## config.mk

```make
export PLATFORM = sky130hd
export DESIGN_NAME = cbrm_seq
export DESIGN_NICKNAME = d
export VERILOG_FILES = /design/src/rtl/cbrm_pkg.sv /design/src/rtl/cbrm_seq.sv
export SDC_FILE = /design/constraint.sdc
export NUM_CORES = 1
export LEC_CHECK = 0
export ABC_CLOCK_PERIOD_IN_PS = 9300
export BUFFER_PORTS_ARGS = -buffer_cell sky130_fd_sc_hd__buf_2
export CORE_ASPECT_RATIO = 2
export CORE_MARGIN = 1.5
export CORE_UTILIZATION = 30
export DETAILED_ROUTE_END_ITERATION = 12
export PLACE_DENSITY_LB_ADDON = 0.1
export SYNTH_ARGS = -nofsm -noshare
export SYNTH_HDL_FRONTEND = slang
export SYNTH_SLANG_ARGS = --single-unit
```

## constraint.sdc

```tcl
create_clock -name clk -period 9.3 [get_ports clk]
set_clock_uncertainty 0.2 [all_clocks]
set_input_delay 1.86 -clock clk [delete_from_list [all_inputs] [get_ports clk]]
set_output_delay 1.86 -clock clk [all_outputs]
set_load 0.02 [all_outputs]
```

## src/rtl/cbrm_pkg.sv

```systemverilog
// ----------------------------------------------------------------------------
// cbrm_pkg
// Types, codes and constants shared by the cash bag removal monitor files.
// ----------------------------------------------------------------------------
package cbrm_pkg;

  localparam int SENSOR_W    = 3;
  localparam int LIMIT_W     = 16;
  localparam int CFG_INDEX_W = 8;

  // configuration register indexes
  localparam logic [CFG_INDEX_W-1:0] REG_OPEN_GAP       = 8'd0;
  localparam logic [CFG_INDEX_W-1:0] REG_CLOSED_CONFIRM = 8'd1;

  localparam logic [LIMIT_W-1:0] OPEN_GAP_RESET       = 16'd10000;
  localparam logic [LIMIT_W-1:0] CLOSED_CONFIRM_RESET = 16'd40000;

  typedef enum logic [2:0] {
    MODE_INPLACE = 3'd0,
    MODE_TSTART  = 3'd1,
    MODE_TSTEP1  = 3'd2,
    MODE_REMOVED = 3'd3,
    MODE_ERROR   = 3'd4
  } mode_t;

  typedef enum logic [2:0] {
    ST_EX00,
    ST_ERR,
    ST_EX01,
    ST_OPEN,
    ST_EX10,
    ST_EX11,
    ST_CLOSED
  } status_t;

  typedef logic [2:0] event_t;

  localparam event_t EV_NONE       = 3'd0;
  localparam event_t EV_REMOVED    = 3'd1;
  localparam event_t EV_INPLACE    = 3'd2;
  localparam event_t EV_DOOR_OPEN  = 3'd3;
  localparam event_t EV_PUT_CLOSED = 3'd4;
  localparam event_t EV_UNEXPECTED = 3'd5;
  localparam event_t EV_BAD_START  = 3'd6;

  typedef struct packed {
    mode_t  bag_mode;
    logic   beep_request;
    logic   clear_approval;
    event_t event_code;
  } result_t;

  // sensor pattern ABC to status
  function automatic status_t status_of(logic [SENSOR_W-1:0] bits);
    status_t st;
    case (bits)
      3'b000:  st = ST_EX00;
      3'b001:  st = ST_ERR;
      3'b010:  st = ST_EX01;
      3'b011:  st = ST_OPEN;
      3'b100:  st = ST_EX10;
      3'b101:  st = ST_ERR;
      3'b110:  st = ST_EX11;
      default: st = ST_CLOSED;
    endcase
    return st;
  endfunction

endpackage

```

## src/rtl/cbrm_seq.sv

```systemverilog
// ----------------------------------------------------------------------------
// cbrm_seq
// Removal sequencer: mode, debounce counters and armed flag, one tick a step.
// ----------------------------------------------------------------------------
module cbrm_seq import cbrm_pkg::*; #(
  parameter int COUNT_WIDTH = 16
) (
  input  logic                clk,
  input  logic                rst_n,
  input  logic                step,
  input  logic [SENSOR_W-1:0] sensor_bits,
  input  logic [LIMIT_W-1:0]  open_gap_limit,
  input  logic [LIMIT_W-1:0]  closed_confirm_limit,
  output result_t             result
);

  localparam int LW = (COUNT_WIDTH > LIMIT_W) ? COUNT_WIDTH : LIMIT_W;
  localparam logic [LW-1:0] CNT_MAX = LW'({COUNT_WIDTH{1'b1}});

  mode_t                  mode_r, mode_nxt;
  logic                   started_r;
  logic [COUNT_WIDTH-1:0] gap_r, gap_nxt;
  logic [COUNT_WIDTH-1:0] closed_r, closed_nxt;
  logic                   armed_r, armed_nxt;
  event_t                 ev;
  status_t                st;
  logic [LW-1:0]          glim_ext, clim_ext;
  logic [COUNT_WIDTH-1:0] glim, clim;

  // limits clipped to the counter range
  assign glim_ext = LW'(open_gap_limit);
  assign clim_ext = LW'(closed_confirm_limit);
  assign glim = (glim_ext < CNT_MAX) ? glim_ext[COUNT_WIDTH-1:0] : CNT_MAX[COUNT_WIDTH-1:0];
  assign clim = (clim_ext < CNT_MAX) ? clim_ext[COUNT_WIDTH-1:0] : CNT_MAX[COUNT_WIDTH-1:0];

  assign st = status_of(sensor_bits);

  always_comb begin
    mode_nxt   = mode_r;
    gap_nxt    = gap_r;
    closed_nxt = closed_r;
    armed_nxt  = armed_r;
    ev         = EV_NONE;
    if (!started_r) begin
      // first tick only picks the start mode
      if (st == ST_OPEN) begin
        mode_nxt = MODE_INPLACE;
      end else if (st == ST_EX00) begin
        mode_nxt = MODE_REMOVED;
      end else begin
        mode_nxt = MODE_ERROR;
        ev       = EV_BAD_START;
      end
    end else begin
      unique case (mode_r)
        MODE_INPLACE: begin
          case (st)
            ST_OPEN: begin
              closed_nxt = '0;
              gap_nxt    = '0;
              armed_nxt  = 1'b1;
            end
            ST_EX01: begin
              if (gap_r < glim) gap_nxt = gap_r + COUNT_WIDTH'(1);
            end
            ST_CLOSED: begin
              if (closed_r < clim) closed_nxt = closed_r + COUNT_WIDTH'(1);
              else mode_nxt = MODE_TSTART;
            end
            ST_EX11: mode_nxt = MODE_TSTART;
            ST_EX00: begin
              if (armed_r) begin
                armed_nxt = 1'b0;
                mode_nxt  = MODE_ERROR;
                ev        = EV_DOOR_OPEN;
              end
            end
            default: begin
              mode_nxt = MODE_ERROR;
              ev       = EV_UNEXPECTED;
            end
          endcase
        end
        MODE_TSTART: begin
          case (st) inside
            ST_EX11, ST_CLOSED: begin
            end
            ST_EX01: mode_nxt = MODE_TSTEP1;
            ST_EX10: begin
              if (armed_r) begin
                armed_nxt = 1'b0;
                mode_nxt  = MODE_ERROR;
                ev        = EV_DOOR_OPEN;
              end
            end
            default: begin
              mode_nxt = MODE_ERROR;
              ev       = EV_UNEXPECTED;
            end
          endcase
        end
        MODE_TSTEP1: begin
          case (st)
            ST_EX11: mode_nxt = MODE_TSTART;
            ST_EX01: begin
            end
            ST_EX00: begin
              mode_nxt = MODE_REMOVED;
              ev       = EV_REMOVED;
            end
            default: begin
              mode_nxt = MODE_ERROR;
              ev       = EV_UNEXPECTED;
            end
          endcase
        end
        MODE_REMOVED: begin
          case (st) inside
            ST_EX00, ST_EX11: begin
            end
            ST_EX10: begin
              if (armed_r) begin
                armed_nxt = 1'b0;
                mode_nxt  = MODE_ERROR;
                ev        = EV_DOOR_OPEN;
              end
            end
            ST_EX01: armed_nxt = 1'b0;
            ST_OPEN: begin
              mode_nxt = MODE_INPLACE;
              ev       = EV_INPLACE;
            end
            ST_CLOSED: begin
              mode_nxt = MODE_ERROR;
              ev       = EV_PUT_CLOSED;
            end
            default: begin
              mode_nxt = MODE_ERROR;
              ev       = EV_UNEXPECTED;
            end
          endcase
        end
        MODE_ERROR: begin
          if (st == ST_EX00) mode_nxt = MODE_REMOVED;
        end
        default: begin
          mode_nxt = MODE_ERROR;
          ev       = EV_UNEXPECTED;
        end
      endcase
    end
  end

  assign result.bag_mode       = mode_nxt;
  assign result.beep_request   = (mode_nxt != MODE_INPLACE) || (gap_nxt >= glim);
  assign result.clear_approval = (mode_nxt == MODE_REMOVED);
  assign result.event_code     = ev;

  always_ff @(posedge clk) begin
    if (!rst_n) begin
      mode_r    <= MODE_INPLACE;
      started_r <= 1'b0;
      gap_r     <= '0;
      closed_r  <= '0;
      armed_r   <= 1'b0;
    end else if (step) begin
      mode_r    <= mode_nxt;
      started_r <= 1'b1;
      gap_r     <= gap_nxt;
      closed_r  <= closed_nxt;
      armed_r   <= armed_nxt;
    end
  end

endmodule

```

== Word-level counts from Yosys, hierarchy flattened ==
Cells that the tools add are included.

* Bits in registers: 37
* Word-level logic and storage cells: 98

* Add/subtract/negate cells: 2
* Multiplexer cells: 48
* $lt $le $gt $ge: 5
* Reduce and logical (&&, ||, !) cells: 15
* Eq/ne operators: 23

{| class="wikitable"
|+ Operators by type and width
! cell !! number
|-
| 16-bit two-way mux || 6
|-
| 3-bit two-way mux || 23
|-
| 16-bit case mux with 2 select lines || 2
|-
| 16-bit by 1-bit adder with 16-bit output, second input constant || 2
|-
| 16-bit < comparator || 2
|-
| 16-bit < comparator, second input constant || 2
|-
| 3-bit case mux with 5 select lines || 2
|-
| 3-bit by 2-bit equality test with 1-bit output, second input constant || 7
|-
| 3-bit equality test, second input constant || 7
|-
| 3-bit case mux with 6 select lines || 1
|-
| 16-bit >= comparator || 1
|-
| 3-bit case mux with 2 select lines || 2
|-
| 3-bit case mux with 4 select lines || 1
|-
| 2-bit inequality test, second input constant || 5
|-
| 2-bit OR reduction || 5
|-
| 3-bit zero test || 3
|-
| 3-bit case mux with 3 select lines || 1
|-
| 9-bit AND reduction || 1
|-
| 1-bit two-way mux || 7
|-
| 3-bit by 1-bit equality test with 1-bit output, second input constant || 2
|-
| 3-bit inequality test, second input constant || 2
|-
| 3-bit nonzero test || 2
|-
| 5-bit AND reduction || 1
|-
| 4-bit OR reduction || 1
|-
| other kinds (5) || 5
|}

== Longest topological paths before layout ==
* Word-level depth: 12
* Depth in mapped cells: 18

== Worst setup path after synthesis ==
Ideal clock, no wire load.

* Path kind: in2out
* Start: input port open_gap_limit[13]
* End: output port result[4] (netlist bit)
* Arrival: 5.282 ns
* Slack: 1.958 ns
* Required time: 7.240 ns
* Stages: 17
* Path through: inv_1 > ha_1 > a21o_1 > a21oi_2 > o221ai_2 > a211o_1 > or4_4 > mux2i_1 > nand2_1 > ha_1 > a2111o_1 > a31oi_1 > o21ai_0 > a31oi_1 > nand4bb_1 > nor4bb_1 > o21ai_1

{| class="wikitable"
|+ RTL lines
! element !! line !! RTL
|-
| start: declaration || cbrm_seq.sv:12 || <nowiki>input logic [LIMIT_W-1:0] open_gap_limit,</nowiki>
|-
| end: declaration || cbrm_seq.sv:14 || <nowiki>output result_t result</nowiki>
|}

==> run_results.csv <==
group,metric,value,unit
detailed_routing,drt-initial-drc-count,165,
yosys,yosys_register_bits,37,
yosys,synth-seq-area-share,18.40,%
detailed_routing,dr.pass1.iters,9,
detailed_routing,wl,13110,um
floorplan,initial_core_util,30.81,%
layout,finalNonFillerCells,729,
global_route,grt_pass1_vias,4142,
layout,syn2layout_area_growth,11.09,%
clock_network,numCtsBuffers,5,
floorplan,die_w,84.92,um
detailed_routing,drtAntennaViolNets,0,
global_route,grt_pass1_wl,20980,um
detailed_routing,vias,4205,
critical_path,rr_worst_depth,6,
power,pwr-share-seq,39.8,%
power,ir_worst_vdd,0.06203,mV
status,violations,"design-rule violations",
clock_network,cts.htree.levels,2,
hold_path,whs_path_depth,2,
global_route,grt_max_degree,25,
power,p_comb_share,18.9,%
global_route,antenna_found_initial,0,
floorplan,io_pins,46,
layout,register_area,740.7,um^2
clock_network,cts_hold_buf,0,
global_route,overflow,0,
clock_network,clock-root-buffer,"clkbuf_16",
yosys,synth_ff_type,"dfxtp_1",
layout,final_area,4473,um^2
yosys,synthCells,550,
floorplan,core,13070,um^2
power,p_per_area,93.12,nW/um^2
power,pwr-share-clk,41.3,%
layout,nFillCells,1416,
sta,max_freq,123.2,MHz
critical_path,worstSetupPathType,"in -> out",
floorplan,rows,59,
detailed_routing,post-route-drc-count,6,
yosys,syn_avg_cell_area,7.321,um^2
critical_path,path_max_fanout,6,
critical_path,path_cells,"buf_2 -> inv_1 -> ha_1 -> a21o_1 -> a21oi_2 -> o221ai_2 -> a211o_1 -> or4_4 -> mux2i_1 -> nand2_1 -> ha_1 -> a2111o_1 -> a31oi_1 -> o21ai_0 -> a31oi_1 -> nand4bb_1 -> nor4bb_1 -> o21ai_1 -> buf_2",
yosys,synth-edff-count,0,
layout,layout_commonest_cell,"inv_1",
yosys,yosysWarnings,0,
clock_network,clockBufferDepth,2,
clock_network,cts_tree,"built",
sta,tns,0,ns
job,maxCapViolations,0,
sta,final-max-slew-violation-count,0,
power,switchingPower,130.9,uW
clock_network,clk_pin_slew,0.06,ns
detailed_routing,route.detailed.wl_per_inst,17.99,um
layout,layout_common_cells,"inv_1 (56), a21oi_1 (50), nand2_1 (48), ha_1 (46), buf_2 (45)",
critical_path,end_kind,"primary output",
clock_network,cts.repair.resized,0,
sta,slew_headroom,45.00,%
power,internal-power,285.6,uW
floorplan,die_h,166.8,um
power,p_leak,1.931,nW
placed_design,placedCellCount,721,
critical_path,cp_slowest_cell,"or4_4",
layout,multi_input_area,2927,um^2
critical_path,worstSetupPathDepth,19,
floorplan,dieArea,14170,um^2
clock_network,clkSinkCount,37,
critical_path,path_buf_inv,3,
layout,fin_nets,660,
layout,num_antenna_cells,0,
yosys,yosysUniqueCellTypes,76,
sta,min_period,8.114,ns
sta,period_share,87.25,%
hold_path,min_from,"closed_r[12]$_SDFFE_PN0P_",
sta,rsz0062_at_grt,"false",
critical_path,critical_path_arrival,6.05,ns
placed_design,portBuffers,45,
hold_path,hold_path_class,"reg -> reg",
detailed_routing,post_drt_via_cell_ratio,5.768,
power,p_sw_share,31.43,%
yosys,syn_nets,634,
critical_path,start_kind,"input port",
layout,fin_util,34.23,%
critical_path,crit_family,"compound AO/OA/AOI/OAI gates",
clock_network,clk_latency,0.29,ns
yosys,async_flop_share,0,%
critical_path,crit_start,"open_gap_limit[13]",
critical_path,cp.required,7.24,ns
placed_design,post_dp_cell_area,4330,um^2
status,run_status,"finished, violations left",
clock_network,post_cts_buffers,0,
yosys,syn_area,4026,um^2
placed_design,gp_congestion,0.8808,
critical_path,cpPeakStageDelay,0.54,ns
sta,setup_viol,0,
global_route,grt.total_usage,18.85,%
critical_path,r2r_start,"mode_r[1]$_SDFFE_PN0P_",
layout,drive_gt1_share,14.90,%
sta,timing.final.hold_violations,0,
placed_design,dpl.hpwl,10470,um
sta,worstMarginPinSlew,0.8241,ns
## cells in the mapped netlist, drive strengths merged (5+ instances only)
cell type,n,share of area (%)
inv,56,5.2
a21oi,51,6.4
nand2,48,4.5
ha,46,14
dfxtp,37,18
o21ai,33,4.2
nor2,25,2.4
nand3,23,3.0
nand4,20,3.6
a31oi,19,3.0
clkbuf,17,1.6
nor3,17,2.4
buf,14,2.1
a21o,11,2.1
and3,11,1.8
nor2b,10,1.6
and2,7,1.1
nand2b,6,0.93
nor4,6,1.1
or4,6,1.2
o211ai,5,1.1
or2,5,0.84
or3,5,0.78
## cells by family (layout without fill, tap and decap cells)
logic type               Yosys count  after routing  synth area share (%)
AO/OA/AOI/OAI                    165            165                 26.97
multiplexers                       4              4                0.9944
AND/OR/NAND/NOR                  206            206                 29.30
flip-flops                        37             37                 18.40
buffers and inverters             87            114                 8.918
XOR/XNOR                           4              4                0.8700
adder cells (fa/ha/maj)           47             47                 14.54
## worst paths after layout
kind / endpoint / slack [ns]
hold / removal: closed_r[12]$_SDFFE_PN0P_ / 0.32
hold reg to reg: closed_r[12]$_SDFFE_PN0P_ / 0.32
setup reg to reg: closed_r[5]$_SDFFE_PN0P_ / 6.10
setup / recovery: result[4] / 1.19
## power groups by stage
stage | combinational [mW] | clock (mW) | sequential, mW
after global routing | 0.0878 | 0.184 | 0.166
after global placement | 0.0789 | 0 | 0.169
final | 0.0787 | 0.172 | 0.166
after detailed placement | 0.0794 | 0 | 0.169
after floorplan | 0.0557 | 0 | 0.165
after CTS | 0.0796 | 0.176 | 0.166
## metrics by stage
step                      hold WS, ns  power (mW)  setup slack, ns
after floorplan                0.2637      0.2206            1.958
final                          0.3227      0.4165            1.186
after global routing           0.3651      0.4383           0.9800
after detailed placement       0.3272      0.2486            1.169
after global placement         0.3154      0.2482            1.235
after CTS                      0.3364      0.4217            1.167
## state kept, by name, summed over array words and instances, names as in the netlist
signal and cells:
closed_r 16, started_r 1, armed_r 1, mode_r 3, gap_r 16
## per-layer routing
metal / share of wire [%] / wire (um) / GRT usage [%] / vias up
li1: - / - / - / 2079
met1: 35 / 4648 / 18.38 / 1993
met2: 56 / 7392 / 36.42 / 98
met3: 2.8 / 366 / 2.230 / 35
met4: 5.4 / 705 / 11.55 / 0
met5: 0 / 0 / 0 / -
## area by class of cell
cell class	instances	area share (%)
Sequential cell	37	16.56
Tap cell	152	4.252
Clock buffer	5	2.797
Clock inverter	3	0.3916
Inverter	56	4.699
Timing Repair Buffer	50	5.874
Multi-Input combinational cell	426	65.43
## worst min-delay path, stage by stage (launching register included)
cell     delay [ns]
dfxtp_1        0.34
nand2_1        0.07
mux2i_1        0.06
Note: power is estimated with default switching activity, not from simulation.
